### config.mk
export PLATFORM = sky130hd
export DESIGN_NAME = bqe_vertex_seq
export DESIGN_NICKNAME = d
export VERILOG_FILES = /design/src/rtl/assert_macros.svh /design/src/rtl/bqe_pkg.sv /design/src/rtl/bqe_vertex_seq.sv
export SDC_FILE = /design/constraint.sdc
export NUM_CORES = 1
export LEC_CHECK = 0
export BUFFER_PORTS_ARGS = -buffer_cell sky130_fd_sc_hd__buf_4
export CAP_MARGIN = 20
export CELL_PAD_IN_SITES_DETAIL_PLACEMENT = 0
export CELL_PAD_IN_SITES_GLOBAL_PLACEMENT = 1
export CORE_AREA = 5 5 139 141
export DETAILED_ROUTE_END_ITERATION = 8
export DIE_AREA = 0 0 144 146
export PLACE_DENSITY_LB_ADDON = 0.25
export SYNTH_ARGS = -nofsm -noshare
export SYNTH_HDL_FRONTEND = slang
export SYNTH_SLANG_ARGS = --single-unit
### constraint.sdc
create_clock -name clk -period 10.3 [get_ports clk]
set_clock_uncertainty 0.05 [all_clocks]
set_input_delay 1.03 -clock clk [delete_from_list [all_inputs] [get_ports clk]]
set_output_delay 1.03 -clock clk [all_outputs]
set_load 0.05 [all_outputs]
### src/rtl/assert_macros.svh
// Assertion macros for the RTL.
`ifndef ASSERT_MACROS_SVH
`define ASSERT_MACROS_SVH
`ifndef SYNTHESIS
`define BQE_ASSERT_IMP(lbl, a, b) \
  lbl: assert property (@(posedge clk) disable iff (!rst_n) (a) |-> (b)) \
    else $error("assertion failed");
`define BQE_ASSERT_NXT(lbl, a, b) \
  lbl: assert property (@(posedge clk) disable iff (!rst_n) (a) |=> (b)) \
    else $error("assertion failed");
`else
`define BQE_ASSERT_IMP(lbl, a, b)
`define BQE_ASSERT_NXT(lbl, a, b)
`endif
`endif

### src/rtl/bqe_pkg.sv
// Types, constants and helpers of the billboard quad expander.
`default_nettype none
package bqe_pkg;
  localparam int CfgIdxW = 3;

  typedef enum logic [CfgIdxW-1:0] {
    CFG_RIGHT_X = 3'd0,
    CFG_RIGHT_Y = 3'd1,
    CFG_RIGHT_Z = 3'd2,
    CFG_UP_X    = 3'd3,
    CFG_UP_Y    = 3'd4,
    CFG_UP_Z    = 3'd5
  } cfg_idx_t;

  localparam logic [2:0] LastVtx = 3'd5;
  localparam logic [1:0] TexPos  = 2'b01;
  localparam logic [1:0] TexNeg  = 2'b11;

  typedef struct packed {
    logic signed [31:0] cx;
    logic signed [31:0] cy;
    logic signed [31:0] cz;
    logic [15:0]        size;
    logic [15:0]        red;
    logic [15:0]        green;
    logic [15:0]        blue;
    logic               last;
  } part_t;

  typedef struct packed {
    logic signed [15:0] rx;
    logic signed [15:0] ry;
    logic signed [15:0] rz;
    logic signed [15:0] ux;
    logic signed [15:0] uy;
    logic signed [15:0] uz;
  } cam_t;

  typedef struct packed {
    part_t       p;
    logic [15:0] alpha;
    logic        r_neg;
    logic        u_neg;
    logic        last_vtx;
    logic        eob;
  } vreq_t;

  typedef struct packed {
    logic signed [31:0] pos_x;
    logic signed [31:0] pos_y;
    logic signed [31:0] pos_z;
    logic [15:0]        red;
    logic [15:0]        green;
    logic [15:0]        blue;
    logic [15:0]        alpha;
    logic [1:0]         tex_u;
    logic [1:0]         tex_v;
    logic               last_vtx;
    logic               eob;
  } vout_t;

  // {right negative, up negative} for vertex k of triangles (0,1,2),(0,2,3)
  function automatic logic [1:0] corner_signs(input logic [2:0] k);
    logic [1:0] s;
    unique case (k)
      3'd0: s = 2'b11;
      3'd1: s = 2'b01;
      3'd2: s = 2'b00;
      3'd3: s = 2'b11;
      3'd4: s = 2'b00;
      3'd5: s = 2'b10;
      default: s = 2'b11;
    endcase
    return s;
  endfunction
endpackage
`default_nettype wire

### src/rtl/bqe_vertex_seq.sv
// Vertex sequencer: holds one particle and issues its six vertex requests.
`default_nettype none
module bqe_vertex_seq (
  input  wire logic           clk,
  input  wire logic           rst_n,
  input  wire logic           en_v,
  input  wire logic           in_valid,
  input  wire bqe_pkg::part_t in_p,
  input  wire logic [15:0]    in_alpha,
  output logic                take,
  output logic                out_valid,
  output bqe_pkg::vreq_t      out_req
);
  import bqe_pkg::*;

  logic        busy_r;
  logic [2:0]  cnt_r;
  part_t       p_r;
  logic [15:0] alpha_r;
  logic [1:0]  sgn;

  assign take = !busy_r || ((cnt_r == LastVtx) && en_v);

  always_ff @(posedge clk) begin
    if (!rst_n) begin
      busy_r <= 1'b0;
      cnt_r  <= '0;
    end else if (take) begin
      busy_r <= in_valid;
      cnt_r  <= '0;
    end else if (en_v && busy_r) begin
      cnt_r <= cnt_r + 3'd1;
    end
  end

  always_ff @(posedge clk) begin
    if (take) begin
      p_r     <= in_p;
      alpha_r <= in_alpha;
    end
  end

  assign sgn = corner_signs(cnt_r);

  assign out_valid        = busy_r;
  assign out_req.p        = p_r;
  assign out_req.alpha    = alpha_r;
  assign out_req.r_neg    = sgn[1];
  assign out_req.u_neg    = sgn[0];
  assign out_req.last_vtx = (cnt_r == LastVtx);
  assign out_req.eob      = (cnt_r == LastVtx) && p_r.last;
endmodule
`default_nettype wire

After elaboration in Yosys (flattened, before gate mapping)

Index checks and enable logic that the tools add are counted.

Output and inout port bits: 183
Logic and storage cells: 25
Register bits: 181
Input bits: 181

Bitwise logic cells: 1
Muxes and demuxes: 1
$add $sub $neg: 1
Reduce and logical (&&, ||, !) cells: 7
Eq/ne operators: 4

Operators by type and width:

| cell                  | count |
|---|---|
| $eq A3 B3 Y1 const B  | 2 |
| $pmux W2 S3           | 1 |
| $reduce_or A2 Y1      | 2 |
| $add A3 B1 Y3 const B | 1 |
| $eq A3 B1 Y1 const B  | 1 |
| $eq A3 B2 Y1 const B  | 1 |
| $logic_and A1 B1 Y1   | 3 |
| $logic_not A1 Y1      | 1 |
| $logic_or A1 B1 Y1    | 1 |
| $not A1 Y1            | 1 |

Logic depth before layout (Yosys ltp)

Word-level depth: 4
Mapped depth: 5
Mapped depth without buffers: 5

Least setup slack after synthesis

OpenSTA, ideal clock, no wires.

Kind: input-to-output
Start point: input port en_v
End point: output port take
Setup slack: 4.078 ns
Path buffers: 0
Arrival time: 5.142 ns
Cell stages on the path: 2
Path through: nand3_2 nand2_1

Cells in the longest elaborated chain, start to end: 2

RTL lines:

| element             | line                 | text |
|---|---|---|
| start, declared     | bqe_vertex_seq.sv:6  | `input wire logic en_v,` |
| $logic_and A1 B1 Y1 | bqe_vertex_seq.sv:22 | `assign take = !busy_r \|\| ((cnt_r == LastVtx) && en_v);` |
| $logic_or A1 B1 Y1  | bqe_vertex_seq.sv:22 |  |
| end, declared       | bqe_vertex_seq.sv:10 | `output logic take,` |

No other way between the ends.

Worst setup path in the final report

Start point: register cnt_r[1]
End point: output port take

Cells in the longest elaborated chain, start to end: 3

RTL lines:

| element                | line                 | text |
|---|---|---|
| start, declared        | bqe_vertex_seq.sv:17 | `logic [2:0] cnt_r;` |
| start signal, assigned | bqe_vertex_seq.sv:32 | `cnt_r <= cnt_r + 3'd1;` |
| $eq A3 B3 Y1           | bqe_vertex_seq.sv:22 |  |
| $logic_and A1 B1 Y1    | bqe_vertex_seq.sv:22 |  |
| $logic_or A1 B1 Y1     | bqe_vertex_seq.sv:22 |  |

No other way between the ends.

==> results.sh <==
export IMPL_mostFrequentLayoutCells="365 x buf_4, 177 x edfxtp_1, 17 x clkbuf_16"
export IMPL_cts_sinks=181
export IMPL_via_count=3494
export IMPL_crit_fanout=11
export IMPL_maxSlewHeadroom_pct=40.0
export IMPL_htree_levels=4
export IMPL_p_sw_share_pct=29.0
export IMPL_path_class="flop to output pin"
export IMPL_syn2layout_area_growth_pct=63.9
export IMPL_vias_per_cell=4.17
export IMPL_syn_nets=396
export IMPL_place_area_sq_mm=0.00865
export IMPL_final_common_cell="buf_4"
export IMPL_min_path_type="flop to flop"
export IMPL_post_route_cell_area_sq_mm=0.00918
export IMPL_fin_total_pwr_mw=1.81
export IMPL_die_y_um=146
export IMPL_fin_util_pct=51.5
export IMPL_dr_pass1_iters=4
export IMPL_num_antenna_cells=0
export IMPL_fin_crit_sh_pct=27.8
export IMPL_synth_seq_cells=181
export IMPL_groute_usage_overall_pct=14.8
export IMPL_rsz0062_at_grt="no"
export IMPL_syn_area_per_cell_sq_um=26.5
export IMPL_finalHoldViolCount=0
export IMPL_die_width_um=144
export IMPL_worst_setup_path_start_kind="flop"
export IMPL_drc=0
export IMPL_crit_path_cell_trace="inv_1 > ha_1 > nand3_2 > nand2_4 > buf_4"
export IMPL_rows=49
export IMPL_grt_pass1_vias=3738
export IMPL_cts_tree="built"
export IMPL_gp_congestion=0.766
export IMPL_crit_arrival_ns=1.78
export IMPL_synth_cells=211
export IMPL_cpPeakStageDelay_ns=0.34
export IMPL_ir_worst_vdd_mv=0.110
export IMPL_pin_count=364
export IMPL_min_period_ns=2.86
export IMPL_synth_area_sq_mm=0.00560
export IMPL_start_util_pct=31.4
export IMPL_cts_buffers=17
export IMPL_antenna_found_initial=1
export IMPL_seqPwrFrac_pct=48.8
export IMPL_post_synth_num_cell_types=19
export IMPL_setup_viol=0
export IMPL_ctsLongestPathBuffers=2
export IMPL_drv_slew=0
export IMPL_cts_resized=0
export IMPL_clkTransAtPathRegs_ns=0.07
export IMPL_core_sq_mm=0.0178
export IMPL_cts_root_buf="clkbuf_16"
export IMPL_ys_seq_area_share_pct=96.3
export IMPL_tightest_slew_ns=0.899
export IMPL_power_switching_mw=0.524
export IMPL_nNetsFinal=780
export IMPL_powerDensity_mw_per_mm2=197
export IMPL_finalWirelength_um=16100
export IMPL_required_ns=9.22
export IMPL_intPower_mw=1.29
export IMPL_ant_nets=0
export IMPL_hp_start="cnt_r[1]$_SDFFE_PP0P_"
export IMPL_grt_max_degree=73
export IMPL_grt_overflow=0
export IMPL_max_cap_violations=0
export IMPL_clk_latency_ns=0.42
export IMPL_drtIter0Drc=159
export IMPL_status="complete, no violations"
export IMPL_wl_per_cell_um=19.2
export IMPL_setup_tns_ns=0
export IMPL_cts_hold_repair_buffers=0
export IMPL_instances_no_fill=837
export IMPL_post_cts_buffers=0
export IMPL_pwr_share_comb_pct=18.5
export IMPL_die_area_sq_mm=0.0210
export IMPL_drive_gt1_share_pct=65.6
export IMPL_slowest_stage="dfxtp_1"
export IMPL_end_kind="output pin"
export IMPL_r2r_start="cnt_r[1]$_SDFFE_PP0P_"
export IMPL_power_leakage_nw=3.93
export IMPL_p_clk_share_pct=32.7
export IMPL_grt_pass1_wl_um=22500
export IMPL_fmax_mhz=350
export IMPL_dp_hpwl_um=12600
export IMPL_yosys_warnings=0
export IMPL_crit_start="cnt_r[1]$_SDFFE_PP0P_"
export IMPL_dp_cells=805
export IMPL_port_buffers=363
## cells in the mapped netlist
cell      count  area (sq um)
edfxtp_1    177          5320
a21oi_1       4          20.0
dfxtp_1       4          80.1
ha_1          4          50.1
inv_1         4          15.0
nand2_1       3          11.3
nand2b_1      2          12.5
nand3_1       2          10.0
a21oi_2       1          8.76
and3_2        1          7.51
buf_6         1          11.3
nand3_2       1          10.0
nor2_1        1          3.75
nor2b_1       1          6.26
nor3_2        1          10.0
o211a_1       1          10.0
o21a_1        1          7.51
o21ai_0       1          5.00
o31ai_1       1          7.51
## routing by layer
layer  global-route usage, %  up-vias  share of wire (%)  routed length [um]
met3                    7.95       26                 14                2170
met4                    5.56        2                2.2                 350
met1                    14.7     1635                 32                5210
li1                        -     1612                  -                   -
met2                    25.6      219                 52                8350
met5                       0        -              0.044                   7
## logic make-up (layout without fill, tap and decap cells)
logic type | Yosys count | after routing | share of synthesized area (%)
buffers and inverters | 5 | 402 | 0.469
AND/OR/NAND/NOR | 12 | 12 | 1.27
adder cells (fa/ha/maj) | 4 | 4 | 0.893
AO/OA/AOI/OAI | 9 | 9 | 1.05
flip-flops | 181 | 181 | 96.3
## layout make-up
cell class / instances / area [sq um]
multi-input combinational: 25 / 188
clock buffer: 18 / 429
sequential: 181 / 5400
tap: 229 / 287
clock inverter: 14 / 101
fill: 1500 / 8660
timing repair buffer: 366 / 2770
inverter: 4 / 15.0
## power groups by stage
stage / Clock, mW / Combinational (mW) / Sequential, mW
floorplan: 0 / 0.0162 / 1.09
global placement: 0 / 0.335 / 0.900
detailed placement: 0 / 0.339 / 0.900
CTS: 0.611 / 0.339 / 0.885
global route: 0.647 / 0.346 / 0.889
finish: 0.591 / 0.335 / 0.884
## critical path: cells and delay by family, from the launching register on
kind / cells / cell delay (ns)
adders and majority gates: 1 / 0.31
and+or+nand+nor: 2 / 0.38
DFF: 1 / 0.34
buffers and inverters: 2 / 0.32
## worst paths after layout
check                                              to  slack [ns]  cells past startpoint
worst max-delay path                             take        7.44                      5
worst min-delay path            cnt_r[1]$_SDFFE_PP0P_        0.46                      2
worst max register to register  out_req[25]$_DFFE_PP_        7.93                      6
worst min register to register  cnt_r[1]$_SDFFE_PP0P_        0.46                      2
## state kept, by name (all words and copies together), names as in the netlist
| signal | count |
|---|---|
| out_valid | 1 |
| out_req | 161 |
| alpha_r | 16 |
| cnt_r | 3 |
## metrics by stage
stage | hold slack (ns) | setup slack (ns)
global route | 0.512 | 7.27
floorplan | 0.428 | 4.08
global placement | 0.443 | 7.37
finish | 0.463 | 7.44
CTS | 0.466 | 7.40
detailed placement | 0.457 | 7.47
Power figures use the tool's default switching activity.
