===== config.mk =====
export PLATFORM = sky130hd
export DESIGN_NAME = bqe_pos_pipe
export DESIGN_NICKNAME = d
export VERILOG_FILES = /design/src/rtl/assert_macros.svh /design/src/rtl/bqe_pkg.sv /design/src/rtl/bqe_pos_pipe.sv
export SDC_FILE = /design/constraint.sdc
export NUM_CORES = 2
export LEC_CHECK = 0
export CORE_MARGIN = 10
export CORE_UTILIZATION = 50
export CTS_CLUSTER_SIZE = 10
export DETAILED_ROUTE_END_ITERATION = 6
export DONT_BUFFER_PORTS = 1
export SYNTH_ARGS = -nofsm -noshare
export SYNTH_HDL_FRONTEND = slang
export SYNTH_SLANG_ARGS = --single-unit

===== constraint.sdc =====
create_clock -name clk -period 7.29 [get_ports clk]
set_input_delay 1.458 -clock clk [delete_from_list [all_inputs] [get_ports clk]]
set_output_delay 1.458 -clock clk [all_outputs]
set_load 0.01 [all_outputs]

===== src/rtl/assert_macros.svh =====
// Assertion macros for the RTL.
`ifndef ASSERT_MACROS_SVH
`define ASSERT_MACROS_SVH
`ifndef SYNTHESIS
`define BQE_ASSERT_IMP(lbl, a, b) \
  lbl: assert property (@(posedge clk) disable iff (!rst_n) (a) |-> (b)) \
    else $error("assertion failed");
`define BQE_ASSERT_NXT(lbl, a, b) \
  lbl: assert property (@(posedge clk) disable iff (!rst_n) (a) |=> (b)) \
    else $error("assertion failed");
`else
`define BQE_ASSERT_IMP(lbl, a, b)
`define BQE_ASSERT_NXT(lbl, a, b)
`endif
`endif


===== src/rtl/bqe_pkg.sv =====
// Types, constants and helpers of the billboard quad expander.
`default_nettype none
package bqe_pkg;
  localparam int CfgIdxW = 3;

  typedef enum logic [CfgIdxW-1:0] {
    CFG_RIGHT_X = 3'd0,
    CFG_RIGHT_Y = 3'd1,
    CFG_RIGHT_Z = 3'd2,
    CFG_UP_X    = 3'd3,
    CFG_UP_Y    = 3'd4,
    CFG_UP_Z    = 3'd5
  } cfg_idx_t;

  localparam logic [2:0] LastVtx = 3'd5;
  localparam logic [1:0] TexPos  = 2'b01;
  localparam logic [1:0] TexNeg  = 2'b11;

  typedef struct packed {
    logic signed [31:0] cx;
    logic signed [31:0] cy;
    logic signed [31:0] cz;
    logic [15:0]        size;
    logic [15:0]        red;
    logic [15:0]        green;
    logic [15:0]        blue;
    logic               last;
  } part_t;

  typedef struct packed {
    logic signed [15:0] rx;
    logic signed [15:0] ry;
    logic signed [15:0] rz;
    logic signed [15:0] ux;
    logic signed [15:0] uy;
    logic signed [15:0] uz;
  } cam_t;

  typedef struct packed {
    part_t       p;
    logic [15:0] alpha;
    logic        r_neg;
    logic        u_neg;
    logic        last_vtx;
    logic        eob;
  } vreq_t;

  typedef struct packed {
    logic signed [31:0] pos_x;
    logic signed [31:0] pos_y;
    logic signed [31:0] pos_z;
    logic [15:0]        red;
    logic [15:0]        green;
    logic [15:0]        blue;
    logic [15:0]        alpha;
    logic [1:0]         tex_u;
    logic [1:0]         tex_v;
    logic               last_vtx;
    logic               eob;
  } vout_t;

  // {right negative, up negative} for vertex k of triangles (0,1,2),(0,2,3)
  function automatic logic [1:0] corner_signs(input logic [2:0] k);
    logic [1:0] s;
    unique case (k)
      3'd0: s = 2'b11;
      3'd1: s = 2'b01;
      3'd2: s = 2'b00;
      3'd3: s = 2'b11;
      3'd4: s = 2'b00;
      3'd5: s = 2'b10;
      default: s = 2'b11;
    endcase
    return s;
  endfunction
endpackage
`default_nettype wire


===== src/rtl/bqe_pos_pipe.sv =====
// Vertex position pipeline: corner offset, size multiply, round and saturate.
`default_nettype none
module bqe_pos_pipe (
  input  wire logic           clk,
  input  wire logic           rst_n,
  input  wire logic           en,
  input  wire bqe_pkg::cam_t  cam,
  input  wire logic           in_valid,
  input  wire bqe_pkg::vreq_t in_req,
  output logic                out_valid,
  output bqe_pkg::vout_t      out_vtx
);
  import bqe_pkg::*;

  logic [2:0]  v_r;
  vreq_t       ra_r, rb_r;
  vout_t       vo_r;
  logic signed [17:0] sum_r  [0:2];
  logic signed [34:0] prod_r [0:2];

  logic signed [17:0] rv [0:2];
  logic signed [17:0] uv [0:2];
  logic signed [31:0] cv [0:2];
  logic signed [17:0] sum_nxt  [0:2];
  logic signed [34:0] prod_nxt [0:2];
  logic signed [40:0] acc      [0:2];
  logic signed [33:0] q        [0:2];
  logic signed [31:0] pos_nxt  [0:2];

  always_comb begin
    rv[0] = 18'(cam.rx);
    rv[1] = 18'(cam.ry);
    rv[2] = 18'(cam.rz);
    uv[0] = 18'(cam.ux);
    uv[1] = 18'(cam.uy);
    uv[2] = 18'(cam.uz);
    cv[0] = rb_r.p.cx;
    cv[1] = rb_r.p.cy;
    cv[2] = rb_r.p.cz;
    for (int a = 0; a < 3; a++) begin
      sum_nxt[a]  = (in_req.r_neg ? -rv[a] : rv[a]) + (in_req.u_neg ? -uv[a] : uv[a]);
      prod_nxt[a] = 35'(sum_r[a]) * $signed({19'd0, ra_r.p.size});
      acc[a]      = 41'($signed({cv[a], 7'd0})) + 41'(prod_r[a]) + 41'sd64;
      q[a]        = acc[a][40:7];
      if (q[a] > 34'sh07FFFFFFF) begin
        pos_nxt[a] = 32'sh7FFFFFFF;
      end else if (q[a] < -34'sh080000000) begin
        pos_nxt[a] = 32'sh80000000;
      end else begin
        pos_nxt[a] = q[a][31:0];
      end
    end
  end

  always_ff @(posedge clk) begin
    if (!rst_n) begin
      v_r <= '0;
    end else if (en) begin
      v_r <= {v_r[1:0], in_valid};
    end
  end

  always_ff @(posedge clk) begin
    if (en) begin
      ra_r <= in_req;
      rb_r <= ra_r;
      for (int a = 0; a < 3; a++) begin
        sum_r[a]  <= sum_nxt[a];
        prod_r[a] <= prod_nxt[a];
      end
      vo_r.pos_x    <= pos_nxt[0];
      vo_r.pos_y    <= pos_nxt[1];
      vo_r.pos_z    <= pos_nxt[2];
      vo_r.red      <= rb_r.p.red;
      vo_r.green    <= rb_r.p.green;
      vo_r.blue     <= rb_r.p.blue;
      vo_r.alpha    <= rb_r.alpha;
      vo_r.tex_u    <= rb_r.r_neg ? TexNeg : TexPos;
      vo_r.tex_v    <= rb_r.u_neg ? TexNeg : TexPos;
      vo_r.last_vtx <= rb_r.last_vtx;
      vo_r.eob      <= rb_r.eob;
    end
  end

  assign out_valid = v_r[2];
  assign out_vtx   = vo_r;
endmodule
`default_nettype wire


### Word-level counts from Yosys, hierarchy flattened

Memories as Yosys holds them, arrays and structs flattened.
Cells that the tools add are included.

| storage, ports and cells | value |
|---|---|
| logic and storage cells | 74 |
| bits in registers | 513 |
| output and inout port bits | 167 |
| memory bits (read-only) | 0 |
| latch bits | 0 |
| bits in writable memories | 159 |
| memories kept | 2 |
| input port bits | 281 |

Memories:

| name | words | bits a word | read ports | clocked after Yosys merged registers in | write ports | line | text |
|---|---|---|---|---|---|---|---|
| prod_r | 3 | 35 | 3 | 0 | 3 | bqe_pos_pipe.sv:19 | `logic signed [34:0] prod_r [0:2];` |
| sum_r | 3 | 18 | 3 | 0 | 3 | bqe_pos_pipe.sv:18 | `logic signed [17:0] sum_r [0:2];` |

| cells by class | value |
|---|---|
| add/sub/neg operators | 15 |
| shifts and indexed selects | 0 |
| multiplexer cells | 13 |
| multiply operators | 3 |
| equal/unequal tests | 0 |
| reductions and logical operators | 0 |
| divide/modulo/power cells | 0 |
| bitwise gates (word level) | 0 |
| magnitude comparators | 6 |

Operators by type and width:

| kind | count |
|---|---|
| $add 40x8->41 const B | 3 |
| $add 39x35->40 | 3 |
| $mux 18 | 6 |
| $neg 16->18 | 6 |
| $mul 18x17->35 | 3 |
| $gt 34x32->1 const B | 3 |
| $lt 34x32->1 const B | 3 |
| $mux 32 | 3 |
| $add 18x18->18 | 3 |
| $mux 2 | 2 |
| $mux 1 | 2 |

### Depth between registers and ports, before layout

| depth | value |
|---|---|
| depth after elaboration | 4 |
| mapped depth | 26 |
| gate-level depth less buffers | 25 |

### Worst setup path after synthesis

No wires, ideal clock.

| path | value |
|---|---|
| path type | register to register |
| from | register ra_r[77] (netlist name) |
| to | memory prod_r[0][34] (data pin) |
| setup time | 260 ps |
| data arrival time | 6,241 ps |
| clock period less this slack | 6,500 ps |
| data required time | 7,030 ps |
| stages on the path, launching flop included | 27 |
| slack | 790 ps |
| cell sequence | edfxtp_1 > clkbuf_1 > clkbuf_1 > nand2_1 > fa_1 > inv_1 > fa_1 > inv_1 > fa_1 > inv_1 > fa_1 > fa_1 > inv_1 > fa_1 > inv_1 > ha_1 > and3_1 > a221o_1 > a21oi_1 > o22ai_1 > nor3_1 > o41ai_2 > a21oi_2 > o31ai_1 > o21a_1 > nor2_1 > xnor2_1 |

RTL lines:

| element | line | text |
|---|---|---|
| start: declaration | bqe_pos_pipe.sv:16 | `vreq_t ra_r, rb_r;` |
| start signal: assignment | bqe_pos_pipe.sv:65 | `ra_r <= in_req;` |
| end: declaration | bqe_pos_pipe.sv:19 |  |

==> flow_summary.yaml <==
synthesis:
  yosysSeqAreaShare_pct: 32.0
  syn_area_mm2: 0.0610
  synth_seq_cells: 652
  synthAdderAreaFrac_pct: 37.3
  synthFlopType: "edfxtp_1"
  synth_compound_area_share_pct: 6.80
  synthSimpleGateAreaFrac_pct: 11.0
  synth_top_cell_by_area: "edfxtp_1"
  yosysTopAreaCellShare_pct: 31.9
  synth_top_family_by_area: "adder cells"
  ys_warn_count: 0
  yosys.area_share.xor_xnor_pct: 4.29
  synth.area.mux_share_pct: 0.131
  synth-edff-count: 649
  syn_inst: 5633
  yosysUniqueCellTypes: 85
  async_flop_share_pct: 0
  syn_area_per_cell_um2: 10.8
  yosys-top-cells-area: "edfxtp_1, fa_1, ha_1"
grt:
  grt_pass1_vias: 39666
  grt_pass1_wl_um: 216000
  grt_max_degree: 653
  gr-total-overflow: 0
  grt_use_total_pct: 20.2
  grt_antenna_before_repair: 18
setup_path:
  slowest_delay_ns: 0.67
  crit_chain: "buf_4 > and2_1 > fa_1 > inv_1 > fa_1 > inv_1 > fa_1 > fa_1 > fa_1 > inv_1 > fa_1 > inv_1 > ha_1 > nor3_1 > nor2_1 > and4_1 > a211o_1 > o31ai_2 > a31oi_1 > o21a_1 > or2_2 > xor2_1"
  cp.required_ns: 7.73
  worstPathMaxFanout: 18
  crit_arrival_ns: 7.42
  timing.critical_path.buf_inv: 5
  crit_top_cell: "fa_1"
  worst-setup-path-type: "register to register"
  end_kind: "register"
  crit_path_start_kind: "register"
  crit_path_top_delay_cell: "edfxtp_1"
  path_delay_family: "adder cells"
clock_network:
  cts_buffer_depth: 3
  cts_made_buffers: 82
  root_buffer: "clkbuf_16"
  h-tree-depth: 3
  cts_tree: "yes"
  clock-sinks: 652
  clkLatencyLatePin_ns: 0.72
  hold_buffers: 0
  clk_pin_slew_ns: 0.05
worst_hold_path:
  hold_class: "register to register"
timing:
  setup_ws_ns: 0.312
  grt_setup_unrepaired: "false"
  worst_clock_skew_ns: 0.0750
  setup_tns_ns: 0
  finalCritPeriodShare_pct: 95.7
  hold_viol_final: 0
  max_slew.worst_pin.slew_ns: 2.04
  clock.fmax_ghz: 0.143
  slew_headroom_pct: -36.1
  maxSlewViolCount: 193
  setup-violations-final: 0
  layout_min_cycle_time_ns: 6.98
floorplanning:
  die_h_um: 369
  io-pin-count: 448
  die-area_mm2: 0.136
  die_w_um: 369
  start_util_pct: 50.2
  core_mm2: 0.122
  rows: 128
routing:
  avgRoutedWirePerCell_um: 18.6
  drt_pass1_iterations: 5
  num_vias: 37900
  viasPerCell: 5.19
  route.detailed.drc: 0
  drtAntennaViolNets: 0
  routed_wl_um: 136000
  drtIter0Drc: 2146
cells_and_area:
  layout_common_cells: "inv_1, fa_1, edfxtp_1, nand2_1, ha_1"
  fillers: 10629
  syn2layout_area_growth_pct: 7.73
  layout.nets: 7206
  layout_commonest_cell: "inv_1"
  final_layout_size_suffix_gt1_share_pct: 4.67
outcome:
  outcome: "complete, but fails checks"
  violations: "slew limit"
place:
  dp_hpwl_um: 107000
  place_ws_ns: 0.328
  gp_congestion: 0.879
  numPortBuffers: 0
flow_run:
  cap_violations: 0
==> metrics by stage <==
stage / hold slack [ns] / cells / area (µm²) / util, %
6_report: 0.411 / 7298 / 65800 / 54.1
5_1_grt: 0.414 / 7296 / 65800 / 54.1
4_1_cts: 0.409 / 7280 / 65600 / 53.9
3_5_place_dp: 0.405 / 7159 / 63100 / 51.9
3_3_place_gp: 0.400 / 7159 / 63100 / 51.9
2_1_floorplan: 0.400 / 5634 / 61000 / -
==> flip-flops by register name, summed over array words and instances, names as in the netlist <==
name and flops:
cv 96, out_vtx 164, prod_r 87, ra_r 180, rb_r 68, sum_r 54
v_r 3
==> final cells by class <==
cell class,count,area [µm²],area share (%)
clock inverter,26,350,0.533
inverter,1177,4420,6.72
timing repair buffer,97,941,1.43
tap,1625,2030,3.09
clock buffer,95,2100,3.19
sequential,652,19500,29.7
multi-input combinational,3622,36400,55.3
antenna,4,10.0,0.0152
==> path summary, 6_finish.rpt <==
path	start	endpoint	depth (start not counted)	slack, ns
min reg2reg	ra_r[175]	cv[90]	0	0.41
max	ra_r[82]	prod_r[0][67]	22	0.31
min	ra_r[175]	cv[90]	0	0.41
max reg2reg	ra_r[82]	prod_r[0][67]	22	0.31
==> cells by family (layout without fill, tap and decap cells) <==
logic type | after synthesis | count (layout)
mux | 8 | 8
buf+inv | 1360 | 1395
flops | 652 | 652
compound gates | 626 | 626
xor+xnor | 299 | 299
simple gates | 1394 | 1394
fa+ha+maj | 1293 | 1293
other cells | 1 | 6
==> metal layers <==
metal	GRT usage [%]	routed length [µm]	vias up
met5	0.854	299	-
met4	5.34	2990	22
met3	6.01	11200	183
met2	32.8	63900	823
met1	26.1	57100	19107
li1	-	-	17765
==> synth_stat cells (all sizes together) (20+ instances only) <==
cell,n
o21ai,203
fa,879
or3,20
o21a,33
edfxtp,649
nor2,150
clkbuf,165
a31oi,21
nand2b,37
o21bai,28
xnor2,224
nor3,53
inv,1177
xor2,75
and2,349
and3,21
nor2b,35
o31ai,26
nand2,640
nand3,31
ha,414
a21o,70
a21oi,139
==> timing repair <==
action,CTS,global route
endpoints found under the hold margin,0,0
resized for setup,0,2
buffers inserted,0,14
endpoints found under the setup margin,0,5
Power is not shown: default switching activity piles up to over one toggle a cycle in this logic, so the estimate is an artifact.
