### config.mk
export PLATFORM = sky130hd
export DESIGN_NAME = bqe_alpha_pipe
export DESIGN_NICKNAME = d
export VERILOG_FILES = /design/src/rtl/assert_macros.svh /design/src/rtl/bqe_pkg.sv /design/src/rtl/bqe_alpha_pipe.sv
export SDC_FILE = /design/constraint.sdc
export NUM_CORES = 2
export LEC_CHECK = 0
export ABC_AREA = 1
export BUFFER_PORTS_ARGS = -buffer_cell sky130_fd_sc_hd__buf_2
export CAP_MARGIN = 30
export CORE_MARGIN = 2
export CORE_UTILIZATION = 45
export CTS_BUF_LIST = sky130_fd_sc_hd__clkbuf_16
export CTS_CLUSTER_DIAMETER = 40
export DETAILED_ROUTE_END_ITERATION = 8
export SLEW_MARGIN = 5
export SYNTH_ARGS = -nofsm -noshare
export SYNTH_HDL_FRONTEND = slang
export SYNTH_SLANG_ARGS = --single-unit
### constraint.sdc
create_clock -name clk -period 15.2 [get_ports clk]
set_input_delay 3.04 -clock clk [delete_from_list [all_inputs] [get_ports clk]]
set_output_delay 3.04 -clock clk [all_outputs]
set_load 0.02 [all_outputs]
### src/rtl/assert_macros.svh
// Assertion macros for the RTL.
`ifndef ASSERT_MACROS_SVH
`define ASSERT_MACROS_SVH
`ifndef SYNTHESIS
`define BQE_ASSERT_IMP(lbl, a, b) \
  lbl: assert property (@(posedge clk) disable iff (!rst_n) (a) |-> (b)) \
    else $error("assertion failed");
`define BQE_ASSERT_NXT(lbl, a, b) \
  lbl: assert property (@(posedge clk) disable iff (!rst_n) (a) |=> (b)) \
    else $error("assertion failed");
`else
`define BQE_ASSERT_IMP(lbl, a, b)
`define BQE_ASSERT_NXT(lbl, a, b)
`endif
`endif

### src/rtl/bqe_pkg.sv
// Types, constants and helpers of the billboard quad expander.
`default_nettype none
package bqe_pkg;
  localparam int CfgIdxW = 3;

  typedef enum logic [CfgIdxW-1:0] {
    CFG_RIGHT_X = 3'd0,
    CFG_RIGHT_Y = 3'd1,
    CFG_RIGHT_Z = 3'd2,
    CFG_UP_X    = 3'd3,
    CFG_UP_Y    = 3'd4,
    CFG_UP_Z    = 3'd5
  } cfg_idx_t;

  localparam logic [2:0] LastVtx = 3'd5;
  localparam logic [1:0] TexPos  = 2'b01;
  localparam logic [1:0] TexNeg  = 2'b11;

  typedef struct packed {
    logic signed [31:0] cx;
    logic signed [31:0] cy;
    logic signed [31:0] cz;
    logic [15:0]        size;
    logic [15:0]        red;
    logic [15:0]        green;
    logic [15:0]        blue;
    logic               last;
  } part_t;

  typedef struct packed {
    logic signed [15:0] rx;
    logic signed [15:0] ry;
    logic signed [15:0] rz;
    logic signed [15:0] ux;
    logic signed [15:0] uy;
    logic signed [15:0] uz;
  } cam_t;

  typedef struct packed {
    part_t       p;
    logic [15:0] alpha;
    logic        r_neg;
    logic        u_neg;
    logic        last_vtx;
    logic        eob;
  } vreq_t;

  typedef struct packed {
    logic signed [31:0] pos_x;
    logic signed [31:0] pos_y;
    logic signed [31:0] pos_z;
    logic [15:0]        red;
    logic [15:0]        green;
    logic [15:0]        blue;
    logic [15:0]        alpha;
    logic [1:0]         tex_u;
    logic [1:0]         tex_v;
    logic               last_vtx;
    logic               eob;
  } vout_t;

  // {right negative, up negative} for vertex k of triangles (0,1,2),(0,2,3)
  function automatic logic [1:0] corner_signs(input logic [2:0] k);
    logic [1:0] s;
    unique case (k)
      3'd0: s = 2'b11;
      3'd1: s = 2'b01;
      3'd2: s = 2'b00;
      3'd3: s = 2'b11;
      3'd4: s = 2'b00;
      3'd5: s = 2'b10;
      default: s = 2'b11;
    endcase
    return s;
  endfunction
endpackage
`default_nettype wire

### src/rtl/bqe_alpha_pipe.sv
// Fade alpha pipeline: operand prep then a pipelined restoring divider.
`default_nettype none
module bqe_alpha_pipe (
  input  wire logic          clk,
  input  wire logic          rst_n,
  input  wire logic          en,
  input  wire logic          in_valid,
  input  wire bqe_pkg::part_t in_p,
  input  wire logic [15:0]   in_life,
  input  wire logic [15:0]   in_total,
  output logic               out_valid,
  output bqe_pkg::part_t     out_p,
  output logic [15:0]        out_alpha
);
  import bqe_pkg::*;

  localparam int DivStages = 8;
  localparam int BitsPerStage = 16 / DivStages;

  function automatic logic [33:0] div_step(input logic [17:0] rem, input logic [15:0] nq,
                                           input logic [17:0] den);
    logic [18:0] t;
    logic [17:0] r;
    logic [15:0] q;
    r = rem;
    q = nq;
    for (int i = 0; i < BitsPerStage; i++) begin
      t = {r, q[15]};
      q = {q[14:0], 1'b0};
      if (t >= {1'b0, den}) begin
        t = t - {1'b0, den};
        q[0] = 1'b1;
      end
      r = t[17:0];
    end
    return {r, q};
  endfunction

  logic        v0_r;
  part_t       p0_r;
  logic [15:0] l0_r, t0_r;

  logic [DivStages:0] v_r;
  part_t       p_r    [0:DivStages];
  logic [17:0] den_r  [0:DivStages];
  logic [17:0] rem_r  [0:DivStages];
  logic [15:0] nq_r   [0:DivStages];
  logic        dead_r [0:DivStages];
  logic        full_r [0:DivStages];

  logic [34:0] num;
  logic [17:0] den;
  logic        full;
  logic [33:0] step_res [1:DivStages];

  assign num  = 35'(l0_r) * 35'd327675;
  assign den  = 18'(t0_r) * 18'd3;
  assign full = (19'(l0_r) * 19'd5) >= (19'(t0_r) * 19'd3);

  always_comb begin
    for (int g = 1; g <= DivStages; g++) begin
      step_res[g] = div_step(rem_r[g-1], nq_r[g-1], den_r[g-1]);
    end
  end

  always_ff @(posedge clk) begin
    if (!rst_n) begin
      v0_r <= 1'b0;
      v_r  <= '0;
    end else if (en) begin
      v0_r <= in_valid;
      v_r  <= {v_r[DivStages-1:0], v0_r};
    end
  end

  always_ff @(posedge clk) begin
    if (en) begin
      p0_r      <= in_p;
      l0_r      <= in_life;
      t0_r      <= in_total;
      p_r[0]    <= p0_r;
      den_r[0]  <= den;
      rem_r[0]  <= num[33:16];
      nq_r[0]   <= num[15:0];
      dead_r[0] <= (l0_r == 16'd0) || (t0_r == 16'd0);
      full_r[0] <= full;
      for (int g = 1; g <= DivStages; g++) begin
        p_r[g]    <= p_r[g-1];
        den_r[g]  <= den_r[g-1];
        rem_r[g]  <= step_res[g][33:16];
        nq_r[g]   <= step_res[g][15:0];
        dead_r[g] <= dead_r[g-1];
        full_r[g] <= full_r[g-1];
      end
    end
  end

  assign out_valid = v_r[DivStages];
  assign out_p     = p_r[DivStages];
  assign out_alpha = dead_r[DivStages] ? 16'd0 :
                     full_r[DivStages] ? 16'hFFFF : nq_r[DivStages];
endmodule
`default_nettype wire

Word-level counts from Yosys, hierarchy flattened
Memory sizes are Yosys's and may differ from the RTL's.
Cells that the tools add are included.
{"block": "classes", "bitwise_logic": 0, "n_mux": 36, "n_shift": 0, "reduce_logical": 3, "n_div": 0, "n_eq_ne": 0, "addsub": 16, "mul": 4, "order_cmp": 17}
{"operator": ">= comparator 19 x 18 -> 1 bit", "count": 17}
{"operator": "2-to-1 mux 18 bit", "count": 16}
{"operator": "subtractor 18 bit", "count": 16}
{"operator": "multiplier 16 x 2 -> 18 bit (second input constant)", "count": 2}
{"operator": "multiplier 16 x 19 -> 34 bit (second input constant)", "count": 1}
{"operator": "zero test 16 bit", "count": 2}
{"operator": "2-to-1 mux 16 bit", "count": 2}
{"operator": "multiplier 16 x 3 -> 19 bit (second input constant)", "count": 1}
{"operator": "2-to-1 mux 1 bit", "count": 18}
{"operator": "logical OR 1 bit", "count": 1}
{"block": "word_totals", "input_bits": 197, "latchBits": 0, "ff_bits": 203, "n_memories": 6, "mem_bits_ro": 0, "elab_cells": 94, "ramBits": 1935, "output_inout_bits": 178}
{"memory": "p_r", "depth": 9, "word_bits": 161, "rd": 9, "rd_ports_with_merged_regs": 0, "write_ports": 9, "line_no": "bqe_alpha_pipe.sv:44", "source": "part_t p_r [0:DivStages];"}
{"memory": "den_r", "depth": 9, "word_bits": 18, "rd": 8, "rd_ports_with_merged_regs": 0, "write_ports": 9, "line_no": "bqe_alpha_pipe.sv:45", "source": "logic [17:0] den_r [0:DivStages];"}
{"memory": "rem_r", "depth": 9, "word_bits": 18, "rd": 8, "rd_ports_with_merged_regs": 0, "write_ports": 9, "line_no": "bqe_alpha_pipe.sv:46", "source": "logic [17:0] rem_r [0:DivStages];"}
{"memory": "nq_r", "depth": 9, "word_bits": 16, "rd": 9, "rd_ports_with_merged_regs": 0, "write_ports": 9, "line_no": "bqe_alpha_pipe.sv:47", "source": "logic [15:0] nq_r [0:DivStages];"}
{"memory": "dead_r", "depth": 9, "word_bits": 1, "rd": 9, "rd_ports_with_merged_regs": 0, "write_ports": 9, "line_no": "bqe_alpha_pipe.sv:48", "source": "logic dead_r [0:DivStages];"}
{"memory": "full_r", "depth": 9, "word_bits": 1, "rd": 9, "rd_ports_with_merged_regs": 0, "write_ports": 9, "line_no": "bqe_alpha_pipe.sv:49", "source": "logic full_r [0:DivStages];"}

Logic depth before layout (Yosys ltp)
An unclocked memory read counts as a cell.
{"block": "logic_depth", "ltp_word": 5, "ltp_mapped": 32, "depth_no_buf": 30}

Least setup slack after synthesis
OpenSTA, ideal clock, no wires.
{"block": "synth_path", "path_kind": "flip-flop to flip-flop", "start": "register l0_r[4]", "end": "memory rem_r[0][7] (data pin)", "t_arrival_ns": 5.505, "path_stages_with_launch": 21, "setup_ns": 0.253, "path_buffers": 1, "required_ns": 14.947, "synth_period_minus_slack_ns": 5.758, "slack_ns": 9.442, "cell_sequence": "edfxtp_1 fa_1 fa_1 clkbuf_1 inv_1 xor2_1 xor2_1 fa_1 fa_1 inv_1 fa_1 inv_1 ha_1 a21oi_1 o21ai_0 a21oi_1 o21ai_0 a21boi_0 o21ai_0 nand2_1 nand2_1"}
{"element": "from (decl)", "line_no": "bqe_alpha_pipe.sv:41", "source": "logic [15:0] l0_r, t0_r;"}
{"element": "from (signal assigned)", "line_no": "bqe_alpha_pipe.sv:79", "source": "l0_r <= in_life;"}
{"element": "to (decl)", "line_no": "bqe_alpha_pipe.sv:46"}

==> metrics.md <==
| Metric | Value |
|---|---|
| Status | completed |
| Die area | 208000 um^2 |
| Cell types occupying the most area after synthesis | sky130_fd_sc_hd__edfxtp_1 (68%), sky130_fd_sc_hd__ha_1 (6.7%), sky130_fd_sc_hd__nand2_1 (6.0%) |
| Maximum number of pins on one net before global-route repair | 193 |
| Vias in the first global route | 50900 |
| Most frequent cells in the layout | sky130_fd_sc_hd__edfxtp_1 (2092), sky130_fd_sc_hd__nand2_1 (1483), sky130_fd_sc_hd__inv_1 (806) |
| Register bit total from synthesis | 2102 |
| Proportion of layout cells with a drive suffix above 1 | 0.132 |
| Layout Skew | 0.0732 ns |
| H-tree lvl count | 5 |
| DIE WIDTH | 457 um |
| CTS Hold Buffers Added | 0 |
| Clk root buf | sky130_fd_sc_hd__clkbuf_16 |
| Area of the core region | 204000 um^2 |
| First-pass GRT wire length | 290 mm |
| Fin crit share | 0.429 |
| Req. time, crit path | 15.79 ns |
| Warnings, synthesis | 0 |
| Library cell occupying the most area in the post-synthesis netlist | sky130_fd_sc_hd__edfxtp_1 |
| Achievable Freq | 153 MHz |
| Wirelength, routed | 188 mm |
| Via count | 51300 |
| Number of routed nets with antenna violations | 0 |
| Clock network latency to the later pin of the worst-skew pair | 0.91 ns |
| Most common cell after layout, fill and taps aside | sky130_fd_sc_hd__edfxtp_1 |
| Total count of max-transition violations in the final report | 0 |
| Cell count after synthesis | 7022 |
| Post-detailed-route via-to-cell ratio | 4.92 |
| Net count of the mapped netlist | 7819 |
| Total negative setup slack | 0 ns |
| Number of cells on the worst reg-to-reg path | 19 |
| Average cell area after synthesis | 13.1 um^2 |
| Final hold violation count | 0 |
| RSZ-0062 raised after global routing | no |
| Cells after DPL | 9888 |
| Final cell count without fillers | 10400 |
| Number of different library cells in the post-synthesis netlist | 57 |
| Max-cap violations | 0 |
| Worst hold slack after final layout | 0.377 ns |
| Ys async rst share | 0 |
| Seq/Total Area, Yosys | 0.684 |
| Initial antenna violation count | 23 |
| Post-route DRC violation count | 0 |
| Height of the die | 457 um |
| Worst-case clock buffer depth | 4 |
| Row count | 166 |
| Count of pins on the block boundary | 375 |
| Most used flip-flop cell after synthesis | sky130_fd_sc_hd__edfxtp_1 |
| All-layer global routing usage | 0.179 |
| Top-area cell type share of the netlist area | 0.682 |
| Number of flops mapped to enable cells by yosys | 2092 |
| Count of buffers from port buffering | 374 |
| Post-synthesis cell area | 92200 um^2 |
| Synthesis-to-finish area growth | 15.3% |
| CTS-repair resized insts | 0 |
| Iteration-0 DRC Markers | 3865 |
| Overall overflow remaining after global route | 0 |
| Arrival time of data at the critical path endpoint | 7.11 ns |
| Num CTS Buffers | 306 |
| Crit Path Max Fanout | 11 |
| Net count reported at finish | 8305 |
| Sinks on the clock net | 2102 |
| Buffers inserted by post-CTS timing repair | 0 |
| Total iterations of the first detailed-routing run | 7 |
| CTS tree | yes |
| Normalized max-slew margin | 0.259 |
| Endpoints failing setup | 0 |
| Worst Hold Class | flop to flop |
| Routability cong. | 0.907 |
| Crit path time final | 6.52 ns |
| Cell depth of the worst hold path | 0 |
| Setup CP Type | flop to flop |
| Measured slew at the worst slew-check pin | 1.11 ns |
| Sort of element at the start of the critical path | flop |
| Utilization after layout | 0.520 |
| HPWL after detailed placement | 137 mm |
| DR WL/cell | 18.0 um |
| Initial Util | 0.451 |
| Clk slew on worst S/H paths | 0.05 ns |
| Nature of the critical path endpoint | flop |
[synth_stat cells (37+ instances only)]
cell type and count:
sky130_fd_sc_hd__a21oi_1 318, sky130_fd_sc_hd__nand2_1 1483, sky130_fd_sc_hd__ha_1 490, sky130_fd_sc_hd__nand4_1 88, sky130_fd_sc_hd__fa_1 110, sky130_fd_sc_hd__nand3b_1 48
sky130_fd_sc_hd__or2_2 37, sky130_fd_sc_hd__buf_4 171, sky130_fd_sc_hd__nand2_2 55, sky130_fd_sc_hd__nor2_1 307, sky130_fd_sc_hd__xnor2_1 99, sky130_fd_sc_hd__edfxtp_1 2092
sky130_fd_sc_hd__inv_1 783, sky130_fd_sc_hd__xor2_1 143, sky130_fd_sc_hd__o21ai_0 129, sky130_fd_sc_hd__nand3_1 377
[layer usage]
| metal | wire, um | track usage | up-vias |
|---|---|---|---|
| li1 | - | - | 25300 |
| met1 | 83100 | 0.237 | 24500 |
| met2 | 91900 | 0.299 | 1067 |
| met3 | 7820 | 0.0310 | 325 |
| met4 | 5100 | 0.0584 | 4 |
| met5 | 24 | 0 | - |
[critical path: stages (launching register included)]
cell	delay, ns
sky130_fd_sc_hd__edfxtp_1	0.58
sky130_fd_sc_hd__fa_1	0.68
sky130_fd_sc_hd__fa_1	0.89
sky130_fd_sc_hd__inv_1	0.18
sky130_fd_sc_hd__xor2_1	0.25
sky130_fd_sc_hd__xor2_1	0.19
sky130_fd_sc_hd__fa_1	0.48
sky130_fd_sc_hd__fa_1	0.55
sky130_fd_sc_hd__inv_1	0.05
sky130_fd_sc_hd__fa_1	0.53
sky130_fd_sc_hd__inv_1	0.07
sky130_fd_sc_hd__ha_1	0.36
sky130_fd_sc_hd__a21oi_1	0.23
sky130_fd_sc_hd__o21ai_0	0.16
sky130_fd_sc_hd__a21oi_1	0.13
sky130_fd_sc_hd__o21ai_0	0.19
sky130_fd_sc_hd__a21boi_0	0.38
sky130_fd_sc_hd__o21ai_0	0.13
sky130_fd_sc_hd__nand2_1	0.08
sky130_fd_sc_hd__nand2_1	0.06
[stage by stage]
stage	setup WS (ns)	cell area (um^2)
4_1_cts	8.65	106000
3_3_place_gp	8.68	96100
2_1_floorplan	9.44	92200
5_1_grt	8.15	106000
3_5_place_dp	8.64	96100
6_report	8.68	106000
[registers in the layout, indices dropped and copies added (netlist names), 16 cells and up]
register  count
p_r        1449
p0_r        161
den_r       144
nq_r        144
rem_r       144
l0_r         16
t0_r         16
[cell families after synthesis]
| group | share of synthesized area |
|---|---|
| buf+inv | 0.0501 |
| fa+ha+maj | 0.0905 |
| simple gates | 0.118 |
| xor+xnor | 0.0230 |
| compound gates | 0.0345 |
| flops | 0.684 |
[worst paths after layout]
kind | from | end | slack (ns)
worst max-delay path | l0_r[1]$_DFFE_PP_ | rem_r[0][7]$_DFFE_PP_ | 8.68
worst min register to register | p_r[0][771]$_DFFE_PP_ | p_r[0][932]$_DFFE_PP_ | 0.38
worst max register to register | l0_r[1]$_DFFE_PP_ | rem_r[0][7]$_DFFE_PP_ | 8.68
worst min-delay path | p_r[0][771]$_DFFE_PP_ | p_r[0][932]$_DFFE_PP_ | 0.38
[cell type report]
class,instances,area (um^2)
antenna,1,2.50
clock buffer,308,7710
clock inverter,221,2430
fill,17300,97900
inverter,798,3010
multi-input combinational,3904,24500
sequential,2102,63000
tap,2688,3360
timing repair buffer,396,2190
Power is left out: the tool's default activity adds up to more than one toggle a clock period on the data nets, which glitch-free logic cannot reach.
